### src/sv/pfsb_pkg.sv
// ----------------------------------------------------------------------------
// pfsb_pkg: shared types and constants of the flag and stopwatch bank
// Opcodes, beat field widths and the fixed-point constants of the
// microsecond to millisecond conversion.
// ----------------------------------------------------------------------------
package pfsb_pkg;

   localparam int OPCODE_W   = 3;
   localparam int CHANNEL_W  = 3;
   localparam int INTERVAL_W = 16;
   localparam int COUNTER_W  = 8;
   localparam int PRESCALE_W = 4;
   localparam int US_W       = 32;
   localparam int MS_W       = 16;

   // partial time (counter << 15) >> 3 fits in 20 bits
   localparam int PARTIAL_W  = 20;

   localparam logic [PRESCALE_W-1:0] PRESCALE_RESET = 4'd6;

   // q = (n * RECIP) >> RECIP_SHIFT equals n / 1000 for any 32-bit n
   localparam int RECIP_W     = 29;
   localparam int RECIP_SHIFT = 38;
   localparam logic [RECIP_W-1:0] MS_RECIP = 29'd274877907;
   localparam int PROD_W      = US_W + RECIP_W;
   localparam int QUOT_W      = PROD_W - RECIP_SHIFT;

   typedef enum logic [OPCODE_W-1:0] {
      OP_TICK        = 3'd0,
      OP_TASK_START  = 3'd1,
      OP_TASK_STOP   = 3'd2,
      OP_TASK_DONE   = 3'd3,
      OP_TASK_QUERY  = 3'd4,
      OP_WATCH_START = 3'd5,
      OP_WATCH_STOP  = 3'd6,
      OP_WATCH_READ  = 3'd7
   } op_type;

endpackage

### src/sv/pfsb_req_if.sv
// ----------------------------------------------------------------------------
// pfsb_req_if: request channel of the flag and stopwatch bank
// Valid/ready channel carrying one opcode beat.
// ----------------------------------------------------------------------------
interface pfsb_req_if;
   import pfsb_pkg::*;

   logic                  valid;
   logic                  ready;
   logic [OPCODE_W-1:0]   opcode;
   logic [CHANNEL_W-1:0]  channel;
   logic [INTERVAL_W-1:0] interval;
   logic [COUNTER_W-1:0]  counter_now;

   modport source (output valid, opcode, channel, interval, counter_now, input ready);
   modport sink   (input valid, opcode, channel, interval, counter_now, output ready);

endinterface

### src/sv/pfsb_rsp_if.sv
// ----------------------------------------------------------------------------
// pfsb_rsp_if: response channel of the flag and stopwatch bank
// Valid/ready channel carrying one result beat.
// ----------------------------------------------------------------------------
interface pfsb_rsp_if;
   import pfsb_pkg::*;

   logic            valid;
   logic            ready;
   logic            task_due;
   logic [US_W-1:0] elapsed_us;
   logic [MS_W-1:0] elapsed_ms;

   modport source (output valid, task_due, elapsed_us, elapsed_ms, input ready);
   modport sink   (input valid, task_due, elapsed_us, elapsed_ms, output ready);

endinterface

### src/sv/periodic_flag_and_stopwatch_bank_top.sv
// ----------------------------------------------------------------------------
// periodic_flag_and_stopwatch_bank_top: periodic task flags and stopwatches
// Bank of periodic task channels and stopwatch channels driven by opcode
// beats, with a three-register pipeline: input register, state update,
// millisecond conversion.
//
//   channel   direction  beat contents
//   req_if    in         opcode, channel, interval, counter_now
//   rsp_if    out        task_due, elapsed_us, elapsed_ms
//   csr_*     in         prescaler_log2 write, no read-back
//
// One beat per cycle is accepted while no stall holds the pipeline; a beat
// then passes the second register and the result register. Bank state is
// updated as a beat leaves the input register. A stalled response holds the
// pipeline; free stages still fill, so up to three beats are in flight. The
// synchronous reset clears all channels and sets the prescaler to default.
// ----------------------------------------------------------------------------
module periodic_flag_and_stopwatch_bank_top #(
   parameter int TASK_CHANNELS  = 8,
   parameter int WATCH_CHANNELS = 8
) (
   input  logic                            clock,
   input  logic                            reset,
   pfsb_req_if.sink                        req_if,
   pfsb_rsp_if.source                      rsp_if,
   input  logic                            csr_we,
   input  logic [pfsb_pkg::PRESCALE_W-1:0] csr_wdata
);
   import pfsb_pkg::*;

   localparam int TIDX_W = (TASK_CHANNELS > 1) ? $clog2(TASK_CHANNELS) : 1;
   localparam int WIDX_W = (WATCH_CHANNELS > 1) ? $clog2(WATCH_CHANNELS) : 1;

   // pipeline control
   logic adv1, adv2, adv3;

   // configuration
   logic [PRESCALE_W-1:0] prescale_ff;

   // input register
   logic                  s1_valid_ff;
   op_type                s1_op_ff;
   logic [CHANNEL_W-1:0]  s1_chan_ff;
   logic [INTERVAL_W-1:0] s1_ival_ff;
   logic [COUNTER_W-1:0]  s1_cnt_ff;

   // bank state
   logic                  task_on_ff     [TASK_CHANNELS];
   logic                  task_on_in     [TASK_CHANNELS];
   logic                  task_flag_ff   [TASK_CHANNELS];
   logic                  task_flag_in   [TASK_CHANNELS];
   logic [INTERVAL_W-1:0] tick_count_ff  [TASK_CHANNELS];
   logic [INTERVAL_W-1:0] tick_count_in  [TASK_CHANNELS];
   logic [INTERVAL_W-1:0] task_period_ff [TASK_CHANNELS];
   logic [INTERVAL_W-1:0] task_period_in [TASK_CHANNELS];
   logic                  watch_on_ff    [WATCH_CHANNELS];
   logic                  watch_on_in    [WATCH_CHANNELS];
   logic [US_W-1:0]       watch_us_ff    [WATCH_CHANNELS];
   logic [US_W-1:0]       watch_us_in    [WATCH_CHANNELS];

   // stage 1 logic
   logic                  s1_fire;
   logic                  tvalid, wvalid;
   logic [TIDX_W-1:0]     tidx;
   logic [WIDX_W-1:0]     widx;
   logic [PARTIAL_W-1:0]  partial;
   logic [US_W-1:0]       tick_inc;
   logic [INTERVAL_W-1:0] count_inc;
   logic [US_W-1:0]       stored_us;
   logic signed [US_W:0]  signed_sum;
   logic                  read_hit;

   // second register
   logic                  s2_valid_ff;
   logic                  s2_due_ff, s2_due_in;
   logic [US_W-1:0]       s2_us_ff, s2_us_in;
   logic [US_W-1:0]       s2_mag_ff, s2_mag_in;
   logic                  s2_neg_ff, s2_neg_in;
   logic                  s2_read_ff;

   // stage 2 logic
   logic [PROD_W-1:0]     product;
   logic [QUOT_W-1:0]     quotient;
   logic [MS_W-1:0]       ms_in;

   // result register
   logic                  out_valid_ff;
   logic                  out_due_ff;
   logic [US_W-1:0]       out_us_ff;
   logic [MS_W-1:0]       out_ms_ff;

   assign adv3 = !out_valid_ff || rsp_if.ready;
   assign adv2 = !s2_valid_ff || adv3;
   assign adv1 = !s1_valid_ff || adv2;
   assign req_if.ready = adv1;
   assign s1_fire = s1_valid_ff && adv2;

   always_ff @(posedge clock) begin
      if (reset) begin
         prescale_ff <= PRESCALE_RESET;
      end else if (csr_we) begin
         prescale_ff <= csr_wdata;
      end
   end

   always_ff @(posedge clock) begin
      if (reset) begin
         s1_valid_ff <= 1'b0;
      end else if (adv1) begin
         s1_valid_ff <= req_if.valid;
      end
   end

   always_ff @(posedge clock) begin
      if (adv1 && req_if.valid) begin
         s1_op_ff   <= op_type'(req_if.opcode);
         s1_chan_ff <= req_if.channel;
         s1_ival_ff <= req_if.interval;
         s1_cnt_ff  <= req_if.counter_now;
      end
   end

   assign tvalid = (32'(s1_chan_ff) < TASK_CHANNELS);
   assign wvalid = (32'(s1_chan_ff) < WATCH_CHANNELS);
   assign tidx   = TIDX_W'(s1_chan_ff);
   assign widx   = WIDX_W'(s1_chan_ff);

   assign partial  = PARTIAL_W'((US_W'(s1_cnt_ff) << prescale_ff) >> 3);
   assign tick_inc = (US_W'(256) << prescale_ff) >> 3;

   // next bank state
   always_comb begin
      count_inc = '0;
      for (int i = 0; i < TASK_CHANNELS; i++) begin
         task_on_in[i]     = task_on_ff[i];
         task_flag_in[i]   = task_flag_ff[i];
         tick_count_in[i]  = tick_count_ff[i];
         task_period_in[i] = task_period_ff[i];
      end
      for (int i = 0; i < WATCH_CHANNELS; i++) begin
         watch_on_in[i] = watch_on_ff[i];
         watch_us_in[i] = watch_us_ff[i];
      end
      if (s1_fire) begin
         case (s1_op_ff)
            OP_TICK: begin
               for (int i = 0; i < TASK_CHANNELS; i++) begin
                  count_inc = tick_count_ff[i] + 1'b1;
                  if (task_on_ff[i]) begin
                     if (count_inc == task_period_ff[i]) begin
                        tick_count_in[i] = '0;
                        task_flag_in[i]  = 1'b1;
                     end else begin
                        tick_count_in[i] = count_inc;
                     end
                  end
               end
               for (int i = 0; i < WATCH_CHANNELS; i++) begin
                  if (watch_on_ff[i]) begin
                     watch_us_in[i] = watch_us_ff[i] + tick_inc;
                  end
               end
            end
            OP_TASK_START: begin
               if (tvalid) begin
                  task_period_in[tidx] = s1_ival_ff;
                  task_on_in[tidx]     = 1'b1;
                  tick_count_in[tidx]  = '0;
               end
            end
            OP_TASK_STOP: begin
               if (tvalid) begin
                  task_on_in[tidx]    = 1'b0;
                  tick_count_in[tidx] = '0;
               end
            end
            OP_TASK_DONE: begin
               if (tvalid) begin
                  task_flag_in[tidx] = 1'b0;
               end
            end
            OP_WATCH_START: begin
               if (wvalid) begin
                  watch_us_in[widx] = '0 - US_W'(partial);
                  watch_on_in[widx] = 1'b1;
               end
            end
            OP_WATCH_STOP: begin
               if (wvalid) begin
                  watch_on_in[widx] = 1'b0;
               end
            end
            default: begin
            end
         endcase
      end
   end

   always_ff @(posedge clock) begin
      if (reset) begin
         for (int i = 0; i < TASK_CHANNELS; i++) begin
            task_on_ff[i]     <= 1'b0;
            task_flag_ff[i]   <= 1'b0;
            tick_count_ff[i]  <= '0;
            task_period_ff[i] <= '0;
         end
         for (int i = 0; i < WATCH_CHANNELS; i++) begin
            watch_on_ff[i] <= 1'b0;
            watch_us_ff[i] <= '0;
         end
      end else begin
         for (int i = 0; i < TASK_CHANNELS; i++) begin
            task_on_ff[i]     <= task_on_in[i];
            task_flag_ff[i]   <= task_flag_in[i];
            tick_count_ff[i]  <= tick_count_in[i];
            task_period_ff[i] <= task_period_in[i];
         end
         for (int i = 0; i < WATCH_CHANNELS; i++) begin
            watch_on_ff[i] <= watch_on_in[i];
            watch_us_ff[i] <= watch_us_in[i];
         end
      end
   end

   // read path: sum and its magnitude for the millisecond divide
   always_comb begin
      read_hit   = (s1_op_ff == OP_WATCH_READ) && wvalid;
      stored_us  = wvalid ? watch_us_ff[widx] : '0;
      signed_sum = $signed({stored_us[US_W-1], stored_us})
                 + $signed({{(US_W + 1 - PARTIAL_W){1'b0}}, partial});
      s2_neg_in  = signed_sum[US_W];
      s2_mag_in  = s2_neg_in ? US_W'(-signed_sum) : signed_sum[US_W-1:0];
      s2_us_in   = read_hit ? (stored_us + US_W'(partial)) : '0;
      s2_due_in  = tvalid && task_flag_in[tidx];
   end

   always_ff @(posedge clock) begin
      if (reset) begin
         s2_valid_ff <= 1'b0;
      end else if (adv2) begin
         s2_valid_ff <= s1_valid_ff;
      end
   end

   always_ff @(posedge clock) begin
      if (s1_fire) begin
         s2_due_ff  <= s2_due_in;
         s2_us_ff   <= s2_us_in;
         s2_mag_ff  <= s2_mag_in;
         s2_neg_ff  <= s2_neg_in;
         s2_read_ff <= read_hit;
      end
   end

   // divide by 1000 through reciprocal multiply
   always_comb begin
      product  = PROD_W'(s2_mag_ff) * PROD_W'(MS_RECIP);
      quotient = product[PROD_W-1:RECIP_SHIFT];
      if (!s2_read_ff) begin
         ms_in = '0;
      end else if (s2_neg_ff) begin
         ms_in = '0 - quotient[MS_W-1:0];
      end else begin
         ms_in = quotient[MS_W-1:0];
      end
   end

   always_ff @(posedge clock) begin
      if (reset) begin
         out_valid_ff <= 1'b0;
      end else if (adv3) begin
         out_valid_ff <= s2_valid_ff;
      end
   end

   always_ff @(posedge clock) begin
      if (adv3 && s2_valid_ff) begin
         out_due_ff <= s2_due_ff;
         out_us_ff  <= s2_us_ff;
         out_ms_ff  <= ms_in;
      end
   end

   assign rsp_if.valid      = out_valid_ff;
   assign rsp_if.task_due   = out_due_ff;
   assign rsp_if.elapsed_us = out_us_ff;
   assign rsp_if.elapsed_ms = out_ms_ff;

endmodule

### src/flat_wrapper.sv
// flat-port wrapper written by rule: the top's interface ports become plain ports
module periodic_flag_and_stopwatch_bank_top_flat import pfsb_pkg::*;
#(
   parameter int TASK_CHANNELS  = 8,
   parameter int WATCH_CHANNELS = 8
)
  (clock, reset, csr_we, csr_wdata, req_if_valid, req_if_opcode, req_if_channel, req_if_interval, req_if_counter_now, req_if_ready, rsp_if_valid, rsp_if_task_due, rsp_if_elapsed_us, rsp_if_elapsed_ms, rsp_if_ready);
  pfsb_req_if req_if_i ();
  pfsb_rsp_if rsp_if_i ();
  input  logic clock;
  input  logic reset;
  input  logic csr_we;
  input  logic [pfsb_pkg::PRESCALE_W-1:0] csr_wdata;
  input wire logic [$bits(req_if_i.valid)-1:0] req_if_valid;
  input wire logic [$bits(req_if_i.opcode)-1:0] req_if_opcode;
  input wire logic [$bits(req_if_i.channel)-1:0] req_if_channel;
  input wire logic [$bits(req_if_i.interval)-1:0] req_if_interval;
  input wire logic [$bits(req_if_i.counter_now)-1:0] req_if_counter_now;
  output wire logic [$bits(req_if_i.ready)-1:0] req_if_ready;
  output wire logic [$bits(rsp_if_i.valid)-1:0] rsp_if_valid;
  output wire logic [$bits(rsp_if_i.task_due)-1:0] rsp_if_task_due;
  output wire logic [$bits(rsp_if_i.elapsed_us)-1:0] rsp_if_elapsed_us;
  output wire logic [$bits(rsp_if_i.elapsed_ms)-1:0] rsp_if_elapsed_ms;
  input wire logic [$bits(rsp_if_i.ready)-1:0] rsp_if_ready;
  assign req_if_i.valid = req_if_valid;
  assign req_if_i.opcode = req_if_opcode;
  assign req_if_i.channel = req_if_channel;
  assign req_if_i.interval = req_if_interval;
  assign req_if_i.counter_now = req_if_counter_now;
  assign req_if_ready = req_if_i.ready;
  assign rsp_if_valid = rsp_if_i.valid;
  assign rsp_if_task_due = rsp_if_i.task_due;
  assign rsp_if_elapsed_us = rsp_if_i.elapsed_us;
  assign rsp_if_elapsed_ms = rsp_if_i.elapsed_ms;
  assign rsp_if_i.ready = rsp_if_ready;
  periodic_flag_and_stopwatch_bank_top #(.TASK_CHANNELS(TASK_CHANNELS), .WATCH_CHANNELS(WATCH_CHANNELS)) u_core (.clock(clock), .reset(reset), .req_if(req_if_i), .rsp_if(rsp_if_i), .csr_we(csr_we), .csr_wdata(csr_wdata));
endmodule
### config.mk
export PLATFORM = sky130hd
export DESIGN_NAME = periodic_flag_and_stopwatch_bank_top_flat
export DESIGN_NICKNAME = d
export VERILOG_FILES = /design/src/sv/pfsb_pkg.sv /design/src/sv/pfsb_req_if.sv /design/src/sv/pfsb_rsp_if.sv /design/src/sv/periodic_flag_and_stopwatch_bank_top.sv /design/src/flat_wrapper.sv
export SDC_FILE = /design/constraint.sdc
export NUM_CORES = 2
export LEC_CHECK = 0
export ABC_AREA = 1
export BUFFER_PORTS_ARGS = -buffer_cell sky130_fd_sc_hd__buf_2
export CORE_MARGIN = 2
export CORE_UTILIZATION = 50
export CTS_CLUSTER_DIAMETER = 100
export DETAILED_ROUTE_END_ITERATION = 16
export PLACE_DENSITY = 0.66
export SYNTH_ARGS = -nofsm -noshare
export SYNTH_HDL_FRONTEND = slang
export SYNTH_SLANG_ARGS = --single-unit
### constraint.sdc
create_clock -name clock -period 9.08 [get_ports clock]
set_clock_uncertainty 0.1 [all_clocks]
set_input_delay 1.362 -clock clock [delete_from_list [all_inputs] [get_ports clock]]
set_output_delay 1.362 -clock clock [all_outputs]
set_load 0.03 [all_outputs]
Word-level counts from Yosys, hierarchy flattened
Memories as Yosys holds them, arrays and structs flattened. A register that Yosys moved wholly into a read port is not among the register bits.
Cells that the tools add are included.
Word-level totals
  register bits: 153
  RAM bits: 536
  memories kept: 6
Operators by class
  add/subtract/negate cells: 21
  multiply operators: 1
  order comparisons: 2
  equality and inequality tests: 14
  shift-type cells: 2
  mux-type cells: 117
  bitwise logic cells: 57
  reduce and logical (&&, ||, !) cells: 12
Memories
  u_core.watch_us_ff: words 8, width 32, rd ports 9, clocked after memory_dff 1, write ports 8, RTL line periodic_flag_and_stopwatch_bank_top.sv:58  | logic [US_W-1:0] watch_us_ff [WATCH_CHANNELS];
  u_core.task_period_ff: words 8, width 16, rd ports 8, clocked after memory_dff 0, write ports 8, RTL line periodic_flag_and_stopwatch_bank_top.sv:54  | logic [INTERVAL_W-1:0] task_period_ff [TASK_CHANNELS];
  u_core.tick_count_ff: words 8, width 16, rd ports 8, clocked after memory_dff 0, write ports 8, RTL line periodic_flag_and_stopwatch_bank_top.sv:52  | logic [INTERVAL_W-1:0] tick_count_ff [TASK_CHANNELS];
  u_core.task_flag_ff: words 8, width 1, rd ports 8, clocked after memory_dff 0, write ports 8, RTL line periodic_flag_and_stopwatch_bank_top.sv:50  | logic task_flag_ff [TASK_CHANNELS];
  u_core.task_on_ff: words 8, width 1, rd ports 8, clocked after memory_dff 0, write ports 8, RTL line periodic_flag_and_stopwatch_bank_top.sv:48  | logic task_on_ff [TASK_CHANNELS];
  u_core.watch_on_ff: words 8, width 1, rd ports 8, clocked after memory_dff 0, write ports 8, RTL line periodic_flag_and_stopwatch_bank_top.sv:56  | logic watch_on_ff [WATCH_CHANNELS];
Operators with widths (number)
  $mux 32: 18
  $mux 16: 34
  $pmux 256 s2: 1
  $mux 128: 3
  $add 32x29->32: 8
  $bwmux 256: 1
  $mux 256: 1
  $pmux 128 s2: 1
  $add 16x1->16 const B: 8
  $and 128x128->128: 1
  $bwmux 128: 1
  $eq 16x16->1: 8
  $not 128->128: 1
  $demux 32 s3: 1
  $mul 32x29->54 const B: 1
  $demux 16 s3: 1
  $or 1x1->1: 48
  $pmux 8 s2: 3
  $mux 1: 46
  $add 32x21->33: 1
  $add 32x20->32: 1
  $neg 32->32: 1
  $shl 9x4->32 const A: 1
  $and 8x8->8: 3
  20 further kinds: 33

Depth between registers and ports, before layout
  depth in word-level cells: 12
  depth in mapped cells: 34
  mapped depth without buffers: 34

Worst setup path after synthesis
No wires, ideal clock.
  kind: reg-to-reg
  start: register u_core.s2_mag_ff[4]
  end: register u_core.out_ms_ff[12] (netlist: u_core.rsp_if.elapsed_ms[12]) (data pin)
  library setup time: 0.255 ns
  arrival: 6.532 ns
  path slack: 2.193 ns
  stages on the path, launching flop included: 30
  period minus slack after synthesis: 6.887 ns
  cell sequence: edfxtp_1 -> ha_1 -> fa_1 -> fa_1 -> inv_1 -> fa_1 -> inv_1 -> fa_1 -> inv_1 -> fa_1 -> inv_1 -> fa_1 -> inv_1 -> fa_1 -> inv_1 -> ha_1 -> nand2_1 -> nor2_1 -> inv_1 -> nor4_1 -> nand2_1 -> nand3_1 -> nand2_1 -> nand2_1 -> ha_1 -> nand2_1 -> a21oi_1 -> nand3_1 -> a21oi_1 -> nor2_1
On the way
  cells in the longest elaborated chain, start to end: 3
RTL lines
  start, declared: RTL line periodic_flag_and_stopwatch_bank_top.sv:77  | logic [US_W-1:0] s2_mag_ff, s2_mag_in;
  start signal, assigned: RTL line periodic_flag_and_stopwatch_bank_top.sv:249  | s2_mag_ff <= s2_mag_in;
  $mul 32x29->54 (*): RTL line periodic_flag_and_stopwatch_bank_top.sv:257  | product = PROD_W'(s2_mag_ff) * PROD_W'(MS_RECIP);
  $sub 1x16->16: RTL line periodic_flag_and_stopwatch_bank_top.sv:262  | ms_in = '0 - quotient[MS_W-1:0];
  $mux 16 (*): RTL line periodic_flag_and_stopwatch_bank_top.sv:261  | end else if (s2_neg_ff) begin
  end signal, assigned: RTL line periodic_flag_and_stopwatch_bank_top.sv:280  | out_ms_ff <= ms_in;
  end, declared: RTL line periodic_flag_and_stopwatch_bank_top.sv:90  | logic [MS_W-1:0] out_ms_ff;
Mark *: on every way between the ends. The rest lies on a longest branch, timed or not.
A chain may end at the register's enable or synchronous reset.

Worst setup path in the final report
  start: register u_core.s2_mag_ff[8]
  end: register u_core.out_ms_ff[13] (netlist: u_core.rsp_if.elapsed_ms[13]) (data pin)
Same word-level chain as after synthesis.

==> summary.txt <==
Routing
  • Number of remaining DRC errors: 0
  • Pre-antenna DRT Iters: 7
  • Vias: ~61k
  • Routed Wire Length: 216000 µm
  • Initial DRC count: 6277
  • Vias/cell: 5.748
  • Routed WL per cell: 20.36 µm
  • Number of nets with antenna violations after routing: 0

Yosys
  • Largest family of logic cells by synthesized area: simple AND/OR/NAND/NOR gates
  • Post-Syn Area: 0.06178 mm²
  • Post-synth EDFFs: 146
  • Largest cells by area after synthesis: dfxtp_1, nand2_1, ha_1
  • Mapped Nets: slightly below 10k
  • Synth top cells by count: nand2_1, inv_1, nand3_1, o21ai_0, a21oi_1
  • Sequential fraction of the synthesis area: 24.79%
  • Syn Inst Count: 8969
  • Compound-Gate Fraction of Synth Area: between 10% and 20%
  • YS warnings: 0
  • Ys async rst share: 0%
  • Mux cell area share after synthesis: 0%
  • Synth Area in Simple Gates: 26.27%
  • Synth unique cells: 54
  • Prevailing post-synth register cell: dfxtp_1
  • Cell taking the most area after synthesis: dfxtp_1
  • Mean Syn Cell Area: 6.888 µm²
  • Synth Area in XOR/XNOR: 2.125%
  • Flops & latches, synth: 692
  • Top-count cell post-synth: nand2_1
  • Synth top area share: 17.69%
  • Adder and majority gate portion of the synthesized area: 20.44%

Die
  • Die H: 355.5 µm
  • Ports: 90
  • Core Rows: 128
  • Die Wd: 355.5 µm
  • Initial Util: 50.55%
  • Die area: 0.1264 mm²
  • Total core area: 0.1222 mm²

Cells and area
  • Design area: 0.06661 mm²
  • Final #Nets: 9773
  • Register area: 0.01532 mm²
  • Footprint of the multi-input gates: 0.04011 mm²
  • Area growth from synthesis to layout: 7.832%
  • Fillcell total: 11.99k
  • Layout cells sized above 1: 4.655%

STA
  • Slew Limit Fails: 9
  • Crit path time final: roughly 7700 ps
  • Final setup violation count: 0
  • Final Cycle Share: 85.06%
  • Worst-Margin Slew: 1541 ps
  • F_max: roughly 0.13 GHz
  • Slew Limit Headroom: -3.135%
  • Setup TNS: 0 ps
  • RSZ-0062 raised after global routing: false
  • Final hold violations: 0

Clock tree
  • Clock transition at path regs: 60 ps
  • # resized after CTS: 0
  • Post-CTS setup buffer count: 0
  • H-tree Lvls: 3
  • Clock root buffer master: clkbuf_16
  • Clk buf depth: 3
  • Worst-skew pair later-pin latency: 730 ps
  • Cts hold-fix bufs: 0
  • CTS sink count: 692
  • Num CTS Buffers: 87
  • CTS tree: yes

Global routing
  • Vias in the first global route: 57.74k
  • Initial antenna violation count: 13
  • First-pass GRT wire length: around 330000 µm
  • Largest net degree at the start of global routing: 133
  • Gr usage total: 33.72%
  • Total congestion overflow: 0

Setup path
  • Reg2reg end: u_core.rsp_if.elapsed_ms[13]
  • Worst Setup End Kind: flip-flop
  • R2R Setup Slk: ~1400 ps
  • Slowest Stage Delay on Critical Path: approximately 800 ps
  • Critical-path maximum fanout: 11
  • Worst endpoint required time: approximately 9500 ps
  • FF-to-FF Start: u_core.s2_mag_ff[8]
  • CP arrival: between 8000 and 9000 ps
  • Slowest cell on crit path: edfxtp_1
  • R2R cell count: 28
  • Worst path most repeated cell: nand2_1
  • Kind of critical path: flip-flop to flip-flop
  • Crit start category: flip-flop

Place
  • Final Wtd Congestion: ~1
  • DP Wirelength: 160900 µm
  • IO buf count: 89
  • DP Area: 0.06359 mm²

Run status
  • Status: finished, violations left
  • Failing checks: max-capacitance violations, max-slew violations

Hold path
  • HP Start: u_core.s2_us_ff[30]
  • HP Class: flip-flop to flip-flop
  • Hold EP: u_core.rsp_if.elapsed_us[30]
  • Hold depth: 0

Job
  • Max Cap Viol: 1
cells in the final DEF (no fill, tap or decap), types with 13 or more instances in the layout:
| cell type | instances |
|---|---|
| inv_2 | 13 |
| inv_1 | 1343 |
| xor2_1 | 90 |
| a31oi_1 | 188 |
| nand2_1 | 1857 |
| nor2_2 | 21 |
| dfxtp_1 | 544 |
| nand3_1 | 826 |
| or2_2 | 45 |
| nand4_1 | 170 |
| o21a_1 | 16 |
| o21ai_0 | 776 |
| o211ai_1 | 23 |
| fa_1 | 305 |
| clkbuf_1 | 22 |
| nand3b_1 | 35 |
| edfxtp_1 | 146 |
| clkbuf_8 | 17 |
| and2_1 | 14 |
| o21bai_1 | 26 |
| xnor2_1 | 45 |
| nor3_1 | 64 |
| nand2_2 | 13 |
| o21ai_1 | 17 |
| clkbuf_16 | 89 |
| nor2_1 | 690 |
| buf_2 | 88 |
| a21oi_1 | 749 |
| ha_1 | 521 |
| a32o_1 | 19 |
| nor4_1 | 24 |
| buf_4 | 71 |
logic make-up (layout without fill, tap and decap cells):
kind of cell | after synthesis | in the layout
and+or+nand+nor | 3778 | 3778
AOI/OAI and AO/OA | 1854 | 1854
xor gates and xnor gates | 141 | 141
adders and majority gates | 826 | 826
DFF | 692 | 692
buffers and inverters | 1678 | 1688
other | 0 | 4
worst max-delay path by stage:
stage / from / to / slack [ps]
after floorplan: u_core.s2_mag_ff[4] / u_core.rsp_if.elapsed_ms[12] / 2190
after global placement: u_core.s2_mag_ff[9] / u_core.rsp_if.elapsed_ms[13] / 1460
after detailed placement: u_core.s2_mag_ff[8] / u_core.rsp_if.elapsed_ms[13] / 1400
after CTS: u_core.s2_mag_ff[8] / u_core.rsp_if.elapsed_ms[13] / 1390
after global routing: u_core.s2_mag_ff[8] / u_core.rsp_if.elapsed_ms[12] / 870
final: u_core.s2_mag_ff[8] / u_core.rsp_if.elapsed_ms[13] / 1360
stage by stage:
step                setup slack [ps]  hold slack (ps)  util (%)  cells
finish                          1356            319.7     54.51  10610
global route                   865.8            325.5     54.51  10610
CTS                             1389            320.4     54.51  10600
detailed placement              1398            304.5     52.04  10440
global placement                1456            302.1     52.04  10440
floorplan                       2193            300.3         -   8969
metal layers:
metal,vias to the layer above,GRT usage (%),wire length [µm]
li1,29580,-,-
met4,6,13.43,8850
met1,28570,45.50,91670
met3,435,5.711,18590
met5,-,0,34
met2,2390,53.70,96870
worst max-delay path: cells and delay by family, from the launching register on:
kind	cells	cell delay (ps)
adder cells (fa/ha/maj)	9	4250
AND/OR/NAND/NOR	15	2090
buffers and inverters	4	200
flip-flops	1	800
registers in the layout (all words and copies together) (netlist names), named ones only:
signal and cells:
u_core.watch_us_ff 256, u_core.task_period_ff 128, u_core.tick_count_ff 128, u_core.rsp_if.elapsed_us 32, u_core.s2_mag_ff 32, u_core.s2_us_ff 32, u_core.rsp_if.elapsed_ms 16, u_core.s1_ival_ff 16
u_core.s1_cnt_ff 8, u_core.task_flag_ff 8, u_core.prescale_ff 4, u_core.s1_chan_ff 3, u_core.s1_op_ff 3, u_core.rsp_if.task_due 1, u_core.rsp_if.valid 1, u_core.s1_valid_ff 1
u_core.s2_due_ff 1, u_core.s2_neg_ff 1, u_core.s2_read_ff 1, u_core.s2_valid_ff 1
layout make-up:
type | count | area share [%]
inverter | 1369 | 7.737
timing repair buffer | 159 | 1.461
clock buffer | 128 | 3.819
multi-input combinational | 6599 | 60.21
antenna | 4 | 0.01503
sequential | 692 | 23.00
clock inverter | 32 | 0.7081
tap | 1625 | 3.052
Power is not shown: default switching activity piles up to over one toggle a cycle in this logic, so the estimate is an artifact.
